[src/sv/adler32_checksum_unit_top_assert.svh]
// Assertion macros for the Adler-32 checksum unit.
// Included by the top level; each macro expects clk and rst_n in scope.
`ifndef ADLER32_CHECKSUM_UNIT_TOP_ASSERT_SVH
`define ADLER32_CHECKSUM_UNIT_TOP_ASSERT_SVH

// Same-cycle implication, disabled while reset is asserted.
`define A32_ASSERT_IMP(name, ante, cons, msg) \
  name: assert property (@(posedge clk) disable iff (!rst_n) (ante) |-> (cons)) \
    else $error(msg);

// Next-cycle implication, disabled while reset is asserted.
`define A32_ASSERT_NXT(name, ante, cons, msg) \
  name: assert property (@(posedge clk) disable iff (!rst_n) (ante) |=> (cons)) \
    else $error(msg);

`endif

[src/sv/adler32_pkg.sv]
// Shared types and constants for the Adler-32 checksum unit.
// No dependencies; imported by every module of the block.
package adler32_pkg;

  localparam logic [15:0] ADLER_MOD = 16'd65521;

  // Input beat layout: tdata holds start_of_message, data_byte,
  // other_checksum and other_length from the lowest bit up.
  localparam int unsigned IN_TDATA_W = 112;
  localparam int unsigned SOF_BIT    = 0;
  localparam int unsigned BYTE_LSB   = 1;
  localparam int unsigned OTHER_LSB  = 9;
  localparam int unsigned LEN_LSB    = 41;

  localparam int unsigned CK_W = 32;
  localparam logic [CK_W-1:0] CK_ALL_ONES = 32'hFFFF_FFFF;

  typedef logic [1:0] kind_t;
  localparam kind_t KIND_BYTE = 2'd0;
  localparam kind_t KIND_COMB = 2'd1;
  localparam kind_t KIND_ERR  = 2'd2;

  // One classified item as it travels through the queue.
  typedef struct packed {
    kind_t       kind;
    logic        sof;
    logic [7:0]  data_byte;
    logic [31:0] other_checksum;
    logic [15:0] len_rem;
  } item_t;

  typedef struct packed {
    logic full;
    logic valid;
  } q_stat_t;

endpackage

[src/sv/adler32_front.sv]
// Front end: accepts input beats, classifies them and reduces the combine
// length modulo 65521. Depends on adler32_pkg.
module adler32_front import adler32_pkg::*; (
  input  logic                  clk,
  input  logic                  rst_n,
  input  logic                  in_tvalid,
  output logic                  in_tready,
  input  logic [IN_TDATA_W-1:0] in_tdata,   // sof, data_byte, other_checksum, other_length
  input  logic [0:0]            in_tuser,   // mode
  input  q_stat_t               q_stat,
  output logic                  q_push,
  output item_t                 q_wdata
);

  logic        s1_v_r;
  kind_t       s1_kind_r, s1_kind_nxt;
  logic        s1_sof_r;
  logic [7:0]  s1_byte_r;
  logic [31:0] s1_other_r;
  logic [27:0] s1_wsum_r, s1_wsum_nxt;
  logic [63:0] len;
  logic [16:0] x1;
  logic [16:0] x2;

  assign len       = in_tdata[LEN_LSB +: 64];
  assign in_tready = !s1_v_r || !q_stat.full;
  assign q_push    = s1_v_r && !q_stat.full;

  // 2^16 is 15 modulo 65521, so each 16-bit chunk is weighted by a power of 15.
  always_comb begin
    if (in_tuser[0] == 1'b0) begin
      s1_kind_nxt = KIND_BYTE;
    end else if (len[63]) begin
      s1_kind_nxt = KIND_ERR;
    end else begin
      s1_kind_nxt = KIND_COMB;
    end
    s1_wsum_nxt = 28'(len[15:0]) + 28'(len[31:16]) * 28'd15
                + 28'(len[47:32]) * 28'd225 + 28'(len[62:48]) * 28'd3375;
  end

  always_ff @(posedge clk) begin
    if (!rst_n) begin
      s1_v_r <= 1'b0;
    end else if (in_tready) begin
      s1_v_r <= in_tvalid;
    end
  end

  always_ff @(posedge clk) begin
    if (in_tvalid && in_tready) begin
      s1_kind_r  <= s1_kind_nxt;
      s1_sof_r   <= in_tdata[SOF_BIT];
      s1_byte_r  <= in_tdata[BYTE_LSB +: 8];
      s1_other_r <= in_tdata[OTHER_LSB +: 32];
      s1_wsum_r  <= s1_wsum_nxt;
    end
  end

  // Fold the weighted sum twice more, then one conditional subtraction.
  always_comb begin
    x1 = 17'(s1_wsum_r[15:0]) + 17'(s1_wsum_r[27:16]) * 17'd15;
    x2 = 17'(x1[15:0]) + (x1[16] ? 17'd15 : 17'd0);
    q_wdata.kind           = s1_kind_r;
    q_wdata.sof            = s1_sof_r;
    q_wdata.data_byte      = s1_byte_r;
    q_wdata.other_checksum = s1_other_r;
    if (x2 >= 17'(ADLER_MOD)) begin
      q_wdata.len_rem = 16'(x2 - 17'(ADLER_MOD));
    end else begin
      q_wdata.len_rem = x2[15:0];
    end
  end

endmodule

[src/sv/adler32_fifo.sv]
// Short queue of classified items between the front and back ends.
// Depends on adler32_pkg.
module adler32_fifo import adler32_pkg::*; #(
  parameter int unsigned DEPTH = 4
) (
  input  logic    clk,
  input  logic    rst_n,
  input  logic    q_push,
  input  item_t   q_wdata,
  input  logic    q_pop,
  output item_t   q_rdata,
  output q_stat_t q_stat
);

  localparam int unsigned AW = (DEPTH > 1) ? $clog2(DEPTH) : 1;
  localparam int unsigned CW = $clog2(DEPTH + 1);

  item_t         mem [DEPTH];
  logic [AW-1:0] wr_ptr_r, wr_ptr_nxt;
  logic [AW-1:0] rd_ptr_r, rd_ptr_nxt;
  logic [CW-1:0] count_r, count_nxt;

  assign q_rdata      = mem[rd_ptr_r];
  assign q_stat.full  = (count_r == CW'(DEPTH));
  assign q_stat.valid = (count_r != '0);

  always_comb begin
    wr_ptr_nxt = wr_ptr_r;
    rd_ptr_nxt = rd_ptr_r;
    count_nxt  = count_r;
    if (q_push) begin
      wr_ptr_nxt = (wr_ptr_r == AW'(DEPTH - 1)) ? '0 : wr_ptr_r + 1'b1;
    end
    if (q_pop) begin
      rd_ptr_nxt = (rd_ptr_r == AW'(DEPTH - 1)) ? '0 : rd_ptr_r + 1'b1;
    end
    if (q_push && !q_pop) begin
      count_nxt = count_r + 1'b1;
    end else if (q_pop && !q_push) begin
      count_nxt = count_r - 1'b1;
    end
  end

  always_ff @(posedge clk) begin
    if (!rst_n) begin
      wr_ptr_r <= '0;
      rd_ptr_r <= '0;
      count_r  <= '0;
    end else begin
      wr_ptr_r <= wr_ptr_nxt;
      rd_ptr_r <= rd_ptr_nxt;
      count_r  <= count_nxt;
    end
  end

  always_ff @(posedge clk) begin
    if (q_push) begin
      mem[wr_ptr_r] <= q_wdata;
    end
  end

endmodule

[src/sv/adler32_back.sv]
// Back end: holds the running sums, executes byte and combine items and
// drives the result register. Depends on adler32_pkg.
module adler32_back import adler32_pkg::*; (
  input  logic            clk,
  input  logic            rst_n,
  input  logic [CK_W-1:0] seed,
  input  logic            q_valid,
  input  item_t           q_rdata,
  output logic            q_pop,
  output logic            out_tvalid,
  input  logic            out_tready,
  output logic [CK_W-1:0] out_tdata,   // checksum
  output logic [0:0]      out_tuser    // length_error
);

  localparam logic [1:0] ST_ISSUE  = 2'd0;
  localparam logic [1:0] ST_FOLD   = 2'd1;
  localparam logic [1:0] ST_FINISH = 2'd2;

  logic [1:0]      state_r, state_nxt;
  logic [15:0]     sum_a_r, sum_a_nxt;
  logic [15:0]     sum_b_r, sum_b_nxt;
  logic [31:0]     prod_r, prod_nxt;
  logic [15:0]     rem_r, rem_nxt;
  logic [31:0]     oth_r, oth_nxt;
  logic [15:0]     t_r, t_nxt;
  logic            out_v_r;
  logic [CK_W-1:0] out_ck_r, out_ck_nxt;
  logic            out_err_r, out_err_nxt;
  logic            out_free;
  logic            emit;

  logic [15:0] eff_a, eff_b;
  logic [16:0] ba, bb;
  logic [19:0] t1;
  logic [16:0] t2;
  logic [17:0] ca, cb;
  logic [31:0] word;

  assign out_free   = !out_v_r || out_tready;
  assign out_tvalid = out_v_r;
  assign out_tdata  = out_ck_r;
  assign out_tuser  = out_err_r;

  // Datapath for the three kinds of work.
  always_comb begin
    eff_a = q_rdata.sof ? seed[15:0]  : sum_a_r;
    eff_b = q_rdata.sof ? seed[31:16] : sum_b_r;

    ba = 17'(eff_a) + 17'(q_rdata.data_byte);
    if (ba >= 17'(ADLER_MOD)) ba = ba - 17'(ADLER_MOD);
    bb = 17'(eff_b) + 17'(ba[15:0]);
    if (bb >= 17'(ADLER_MOD)) bb = bb - 17'(ADLER_MOD);

    // Product of remainder and sum A reduced with 2^16 == 15.
    t1 = 20'(prod_r[15:0]) + 20'(prod_r[31:16]) * 20'd15;
    t2 = 17'(t1[15:0]) + 17'(t1[19:16]) * 17'd15;
    t_nxt = (t2 >= 17'(ADLER_MOD)) ? 16'(t2 - 17'(ADLER_MOD)) : t2[15:0];

    ca = 18'(sum_a_r) + 18'(oth_r[15:0]) + 18'(ADLER_MOD) - 18'd1;
    if (ca >= 18'(ADLER_MOD)) ca = ca - 18'(ADLER_MOD);
    if (ca >= 18'(ADLER_MOD)) ca = ca - 18'(ADLER_MOD);
    cb = 18'(t_r) + 18'(sum_b_r) + 18'(oth_r[31:16]) + 18'(ADLER_MOD) - 18'(rem_r);
    if (cb >= 18'(ADLER_MOD) * 18'd2) cb = cb - 18'(ADLER_MOD) * 18'd2;
    if (cb >= 18'(ADLER_MOD)) cb = cb - 18'(ADLER_MOD);
    // Unreduced operands may carry sum A into bit 16; the word keeps that overlap.
    word = {cb[15:0], 16'h0000} | {15'h0000, ca[16:0]};
  end

  // Sequencing: bytes and errors finish at issue; combines also pass fold and finish.
  always_comb begin
    state_nxt   = state_r;
    sum_a_nxt   = sum_a_r;
    sum_b_nxt   = sum_b_r;
    prod_nxt    = prod_r;
    rem_nxt     = rem_r;
    oth_nxt     = oth_r;
    q_pop       = 1'b0;
    emit        = 1'b0;
    out_ck_nxt  = out_ck_r;
    out_err_nxt = out_err_r;
    case (state_r)
      ST_ISSUE: begin
        if (q_valid) begin
          case (q_rdata.kind)
            KIND_BYTE: begin
              if (out_free) begin
                q_pop       = 1'b1;
                emit        = 1'b1;
                sum_a_nxt   = ba[15:0];
                sum_b_nxt   = bb[15:0];
                out_ck_nxt  = {bb[15:0], ba[15:0]};
                out_err_nxt = 1'b0;
              end
            end
            KIND_ERR: begin
              if (out_free) begin
                q_pop       = 1'b1;
                emit        = 1'b1;
                sum_a_nxt   = eff_a;
                sum_b_nxt   = eff_b;
                out_ck_nxt  = CK_ALL_ONES;
                out_err_nxt = 1'b1;
              end
            end
            KIND_COMB: begin
              q_pop     = 1'b1;
              sum_a_nxt = eff_a;
              sum_b_nxt = eff_b;
              prod_nxt  = 32'(q_rdata.len_rem) * 32'(eff_a);
              rem_nxt   = q_rdata.len_rem;
              oth_nxt   = q_rdata.other_checksum;
              state_nxt = ST_FOLD;
            end
            default: begin
              state_nxt = ST_ISSUE;
            end
          endcase
        end
      end
      ST_FOLD: begin
        state_nxt = ST_FINISH;
      end
      ST_FINISH: begin
        if (out_free) begin
          emit        = 1'b1;
          sum_a_nxt   = word[15:0];
          sum_b_nxt   = word[31:16];
          out_ck_nxt  = word;
          out_err_nxt = 1'b0;
          state_nxt   = ST_ISSUE;
        end
      end
      default: begin
        state_nxt = ST_ISSUE;
      end
    endcase
  end

  always_ff @(posedge clk) begin
    if (!rst_n) begin
      state_r <= ST_ISSUE;
      sum_a_r <= 16'd1;
      sum_b_r <= 16'd0;
      out_v_r <= 1'b0;
    end else begin
      state_r <= state_nxt;
      sum_a_r <= sum_a_nxt;
      sum_b_r <= sum_b_nxt;
      if (emit) begin
        out_v_r <= 1'b1;
      end else if (out_tready) begin
        out_v_r <= 1'b0;
      end
    end
  end

  always_ff @(posedge clk) begin
    prod_r    <= prod_nxt;
    rem_r     <= rem_nxt;
    oth_r     <= oth_nxt;
    t_r       <= t_nxt;
    out_ck_r  <= out_ck_nxt;
    out_err_r <= out_err_nxt;
  end

endmodule

[src/sv/adler32_checksum_unit_top.sv]
// Adler-32 checksum unit: one beat in, one checksum beat out.
// Input beats are accepted when in_tvalid and in_tready are both high. tuser
// carries mode (0 adds data_byte, 1 combines with other_checksum over
// other_length bytes); start_of_message reloads the sums from the seed first.
// Every input beat yields exactly one output beat: checksum in out_tdata
// (sum B high, sum A low) and length_error in out_tuser.
// The seed is written through cfg_wr_en/cfg_wr_data; the user must write it only while
// the unit is idle, as the block itself does not enforce this.
// Throughput: one byte beat per cycle while the output is not stalled; a combine
// beat holds the sum registers through its multiply, modular fold and final add
// steps, which depend serially on the running sums. A front stage reduces the
// length and a QUEUE_DEPTH-entry queue decouples it from the sum logic.
// Reset (rst_n low, synchronous) sets the seed to 1 and the sums to A=1,
// B=0, and empties the pipeline. When out_tready is low the result register
// holds its beat, the queue fills, and in_tready then drops.
// Depends on adler32_pkg, adler32_front, adler32_fifo, adler32_back.
module adler32_checksum_unit_top import adler32_pkg::*; #(
  parameter int unsigned QUEUE_DEPTH = 4
) (
  input  logic                  clk,
  input  logic                  rst_n,
  input  logic                  in_tvalid,
  output logic                  in_tready,
  input  logic [IN_TDATA_W-1:0] in_tdata,    // start_of_message, data_byte,
                                             // other_checksum, other_length
  input  logic [0:0]            in_tuser,    // mode
  output logic                  out_tvalid,
  input  logic                  out_tready,
  output logic [CK_W-1:0]       out_tdata,   // checksum
  output logic [0:0]            out_tuser,   // length_error
  input  logic                  cfg_wr_en,
  input  logic [CK_W-1:0]       cfg_wr_data
);

`include "adler32_checksum_unit_top_assert.svh"

  logic [CK_W-1:0] seed_r;
  logic            q_push;
  logic            q_pop;
  item_t           q_wdata;
  item_t           q_rdata;
  q_stat_t         q_stat;

  always_ff @(posedge clk) begin
    if (!rst_n) begin
      seed_r <= 32'd1;
    end else if (cfg_wr_en) begin
      seed_r <= cfg_wr_data;
    end
  end

  adler32_front u_front (
    .clk       (clk),
    .rst_n     (rst_n),
    .in_tvalid (in_tvalid),
    .in_tready (in_tready),
    .in_tdata  (in_tdata),
    .in_tuser  (in_tuser),
    .q_stat    (q_stat),
    .q_push    (q_push),
    .q_wdata   (q_wdata)
  );

  adler32_fifo #(
    .DEPTH (QUEUE_DEPTH)
  ) u_fifo (
    .clk     (clk),
    .rst_n   (rst_n),
    .q_push  (q_push),
    .q_wdata (q_wdata),
    .q_pop   (q_pop),
    .q_rdata (q_rdata),
    .q_stat  (q_stat)
  );

  adler32_back u_back (
    .clk        (clk),
    .rst_n      (rst_n),
    .seed       (seed_r),
    .q_valid    (q_stat.valid),
    .q_rdata    (q_rdata),
    .q_pop      (q_pop),
    .out_tvalid (out_tvalid),
    .out_tready (out_tready),
    .out_tdata  (out_tdata),
    .out_tuser  (out_tuser)
  );

  `A32_ASSERT_IMP(ast_push_not_full, q_push, !q_stat.full, "push into full queue")
  `A32_ASSERT_IMP(ast_pop_not_empty, q_pop, q_stat.valid, "pop from empty queue")
  `A32_ASSERT_NXT(ast_push_holds, q_push && !q_pop, q_stat.valid, "pushed item lost")
  `A32_ASSERT_IMP(ast_err_ones, out_tvalid && out_tuser[0], out_tdata == CK_ALL_ONES,
                  "length error without all-ones checksum")

endmodule

[config.mk]
export PLATFORM = sky130hd
export DESIGN_NAME = adler32_checksum_unit_top
export DESIGN_NICKNAME = d
export VERILOG_FILES = /design/src/sv/adler32_pkg.sv /design/src/sv/adler32_front.sv /design/src/sv/adler32_fifo.sv /design/src/sv/adler32_back.sv /design/src/sv/adler32_checksum_unit_top.sv
export VERILOG_INCLUDE_DIRS = /design/src /design/src/sv
export SDC_FILE = /design/constraint.sdc
export NUM_CORES = 2
export LEC_CHECK = 0
export CAP_MARGIN = 20
export CORE_ASPECT_RATIO = 1.4
export CORE_MARGIN = 4
export CORE_UTILIZATION = 55
export DETAILED_ROUTE_END_ITERATION = 12
export DONT_BUFFER_PORTS = 1
export PLACE_DENSITY = 0.75
export SKIP_CTS_REPAIR_TIMING = 1
export SYNTH_ARGS = -nofsm -noshare
export SYNTH_HDL_FRONTEND = slang
export SYNTH_SLANG_ARGS = --single-unit
[constraint.sdc]
create_clock -name clk -period 22.4 [get_ports clk]
set_input_delay 1.12 -clock clk [delete_from_list [all_inputs] [get_ports clk]]
set_output_delay 1.12 -clock clk [all_outputs]
set_load 0.01 [all_outputs]
==> impl_results.md <==
* Tcrit/Tclk final at 0.472
* Total Nets Final at between 5000 and 6000
* Slew Limit Headroom at 0.280
* Worst-Skew Late Latency at 630 ps
* Post-DP HPWL at roughly 91000 um
* Wirelength per Cell at roughly 20 um
* Final setup TNS at 0 ps
* Synth unique cells at 94
* Vias in the first global route at 34408
* Final hold vios at 0
* Num ports at ~190
* Die Y at ~360 um
* Seq. cell area at about 14000 um^2
* GP Congestion at roughly 1
* Most numerous cell on the critical path: a21oi_1
* Share of cells above drive strength 1 at 0.0550
* WP data required at 22900 ps
* Flops & latches, synth at a little over 500
* Asr flop ratio synth at 0
* Total of max-cap violations at 0
* DRT iter0 DRCs at ~2200
* Tot GR Track Use at 0.252
* Max-slew violation count at 0
* Worst reg2reg setup slack at between 10000 and 15000 ps
* CTS Buf Count at between 40 and 50
* Clk sinks at 513
* Post-synth EDFFs at 420
* Cell family with most CP delay: compound AO/OA/AOI/OAI gates
* Synth Cell Area at around 48000 um^2
* First drt pass iteration count at 5
* First-pass GRT wire length at 183000 um
* PortBufs at 0
* DRT antenna net count at 0
* Layout fillers at around 7000
* Final min period at ~11000 ps
* Final design utilization at 0.592
* Fmax at 94.7 MHz
* Post-synthesis sequential area ratio at 0.302
* Yosys warns at 0
* Worst hold path startpoint: u_fifo.rd_ptr_r[0]
* Initial Util at 0.557
* Average size of a mapped cell at about 11 um^2
* Root Buffer: clkbuf_16
* Via count at ~33000
* Die Area at just over 90000 um^2
* Clock transition at path regs at 70 ps
* Mapped Nets at 5659
* Reg2reg path depth at 33
* Slew @ Worst Pin at 1070 ps
* Area Overhead vs Synth at 6.25%
* CTS tree: done
* Die width at 257 um
* Syn Inst Count at 4535
* CP max FO at 39
* Final setup vio count at 0
* Area of the multi-input gates at approximately 30000 um^2
* Initial antenna violation count at 19
* DRC errors left at 0
* Core area at between 80000 and 90000 um^2
* Crit path DAT at 11070 ps
* Most used DFF post-synth: edfxtp_1
* CP max stage delay at approximately 730 ps
* Remaining Overflow, GRT at 0
* RSZ-0062 raised after global routing: false
* Startpoint Class: flop
* CP max-delay cell: dfxtp_4
* Largest net degree at the start of global routing at 62
* Worst hold stages at 2
* Status: complete, no violations
* Floorplan row count at between 100 and 150
* Bufs and invs on worst path at 4
* RR Endpoint: u_back.sum_b_r[12]
* Kind of critical path: reg2reg
* Skew final at between 30 and 40 ps
* Max clock buf depth at 3
* H-Tree Depth at 2
* Total Routed Length at about 110000 um
* CP endpoint kind: flop
* Min-Delay Path Class: reg2reg
* Via density at approximately 5.7
## state kept, by name, indices dropped and copies added, names as in the netlist, 28 cells and up, named ones only
signal              count
u_back.prod_r          32
u_back.out_tdata       32
u_front.s1_other_r     32
seed_r                 32
u_back.oth_r           32
u_front.s1_wsum_r      28
u_fifo.mem            236
## per-stage QoR
stage                     instances  setup slack [ps]  cell area (um^2)  hold WS (ps)
after global placement         5612             11700             49200           471
after floorplan                4535             12340             47900           441
after CTS                      5704             11970             50900           485
after global routing           5706             11200             50900           505
final                          5713             11840             50900           484
after detailed placement       5612             11480             49200           474
## cell type report
type / count / share of cell area
Clock inverter: 38 / 0.00802
Tap cell: 1161 / 0.0285
Clock buffer: 54 / 0.0251
Inverter: 804 / 0.0593
Timing Repair Buffer: 29 / 0.00428
Multi-Input combinational cell: 3105 / 0.590
Antenna cell: 9 / 0.000443
Sequential cell: 513 / 0.285
## routing by layer
metal  vias up  track usage  share of wire
met5         -            0        0.00075
met4        12        0.114          0.054
met3       310       0.0442          0.059
met2       962        0.463           0.52
met1     16010        0.287           0.37
li1      15252            -              -
## cell families after synthesis
kind of cell / after synthesis / synth area share
XOR/XNOR: 252 / 0.0464
AND/OR/NAND/NOR: 1048 / 0.105
adder cells (fa/ha/maj): 974 / 0.333
flip-flops: 513 / 0.302
multiplexers: 155 / 0.0477
buffers and inverters: 917 / 0.0720
AO/OA/AOI/OAI: 676 / 0.0945
## synthesized netlist by cell type, types with 90 or more instances
master,count,area [um^2]
clkbuf_1,90,338
dfxtp_1,93,1860
ha_1,476,5960
fa_1,498,9970
xnor2_1,169,1480
inv_1,799,3000
and2_1,97,607
nor2_1,267,1000
nand2_1,324,1220
edfxtp_1,420,12600
o21ai_0,121,606
a21oi_1,184,921
## worst max-delay path by stage
| stage | start | end | slack (ps) | cells after the start |
|---|---|---|---|---|
| after floorplan | in_tdata[57] | u_front.s1_wsum_r[27] | 12340 | 36 |
| after global placement | in_tdata[57] | u_front.s1_wsum_r[27] | 11700 | 38 |
| after detailed placement | in_tdata[57] | u_front.s1_wsum_r[27] | 11480 | 37 |
| after CTS | flop | u_back.sum_b_r[10] | 11970 | 34 |
| after global routing | flop | u_back.sum_b_r[12] | 11200 | 32 |
| final | flop | u_back.sum_b_r[12] | 11840 | 33 |
## cells in the final DEF, fill, tap and decap left out, types with 28 or more instances in the layout
cell type,Yosys,routed
and3_1,28,28
xnor2_1,169,169
nor2b_1,30,29
nand3_1,78,78
edfxtp_1,420,420
mux2i_1,65,65
xor2_1,82,82
mux4_2,55,55
nand2_1,324,324
and2_1,97,92
nor3_1,75,73
o21ai_0,121,121
mux2_2,35,35
ha_1,476,476
inv_1,799,799
dfxtp_1,93,91
o21a_1,35,35
nor2_1,267,267
buf_4,0,29
clkbuf_16,0,49
a21oi_1,184,184
fa_1,498,498
a21o_1,56,56
## worst min-delay path, cell delays in order (launching register included)
cell and delay [ps]:
dfxtp_1 320, nand2_1 60, a21oi_1 60
Power is left out: the tool's default activity adds up to more than one toggle a clock period on the data nets, which glitch-free logic cannot reach.
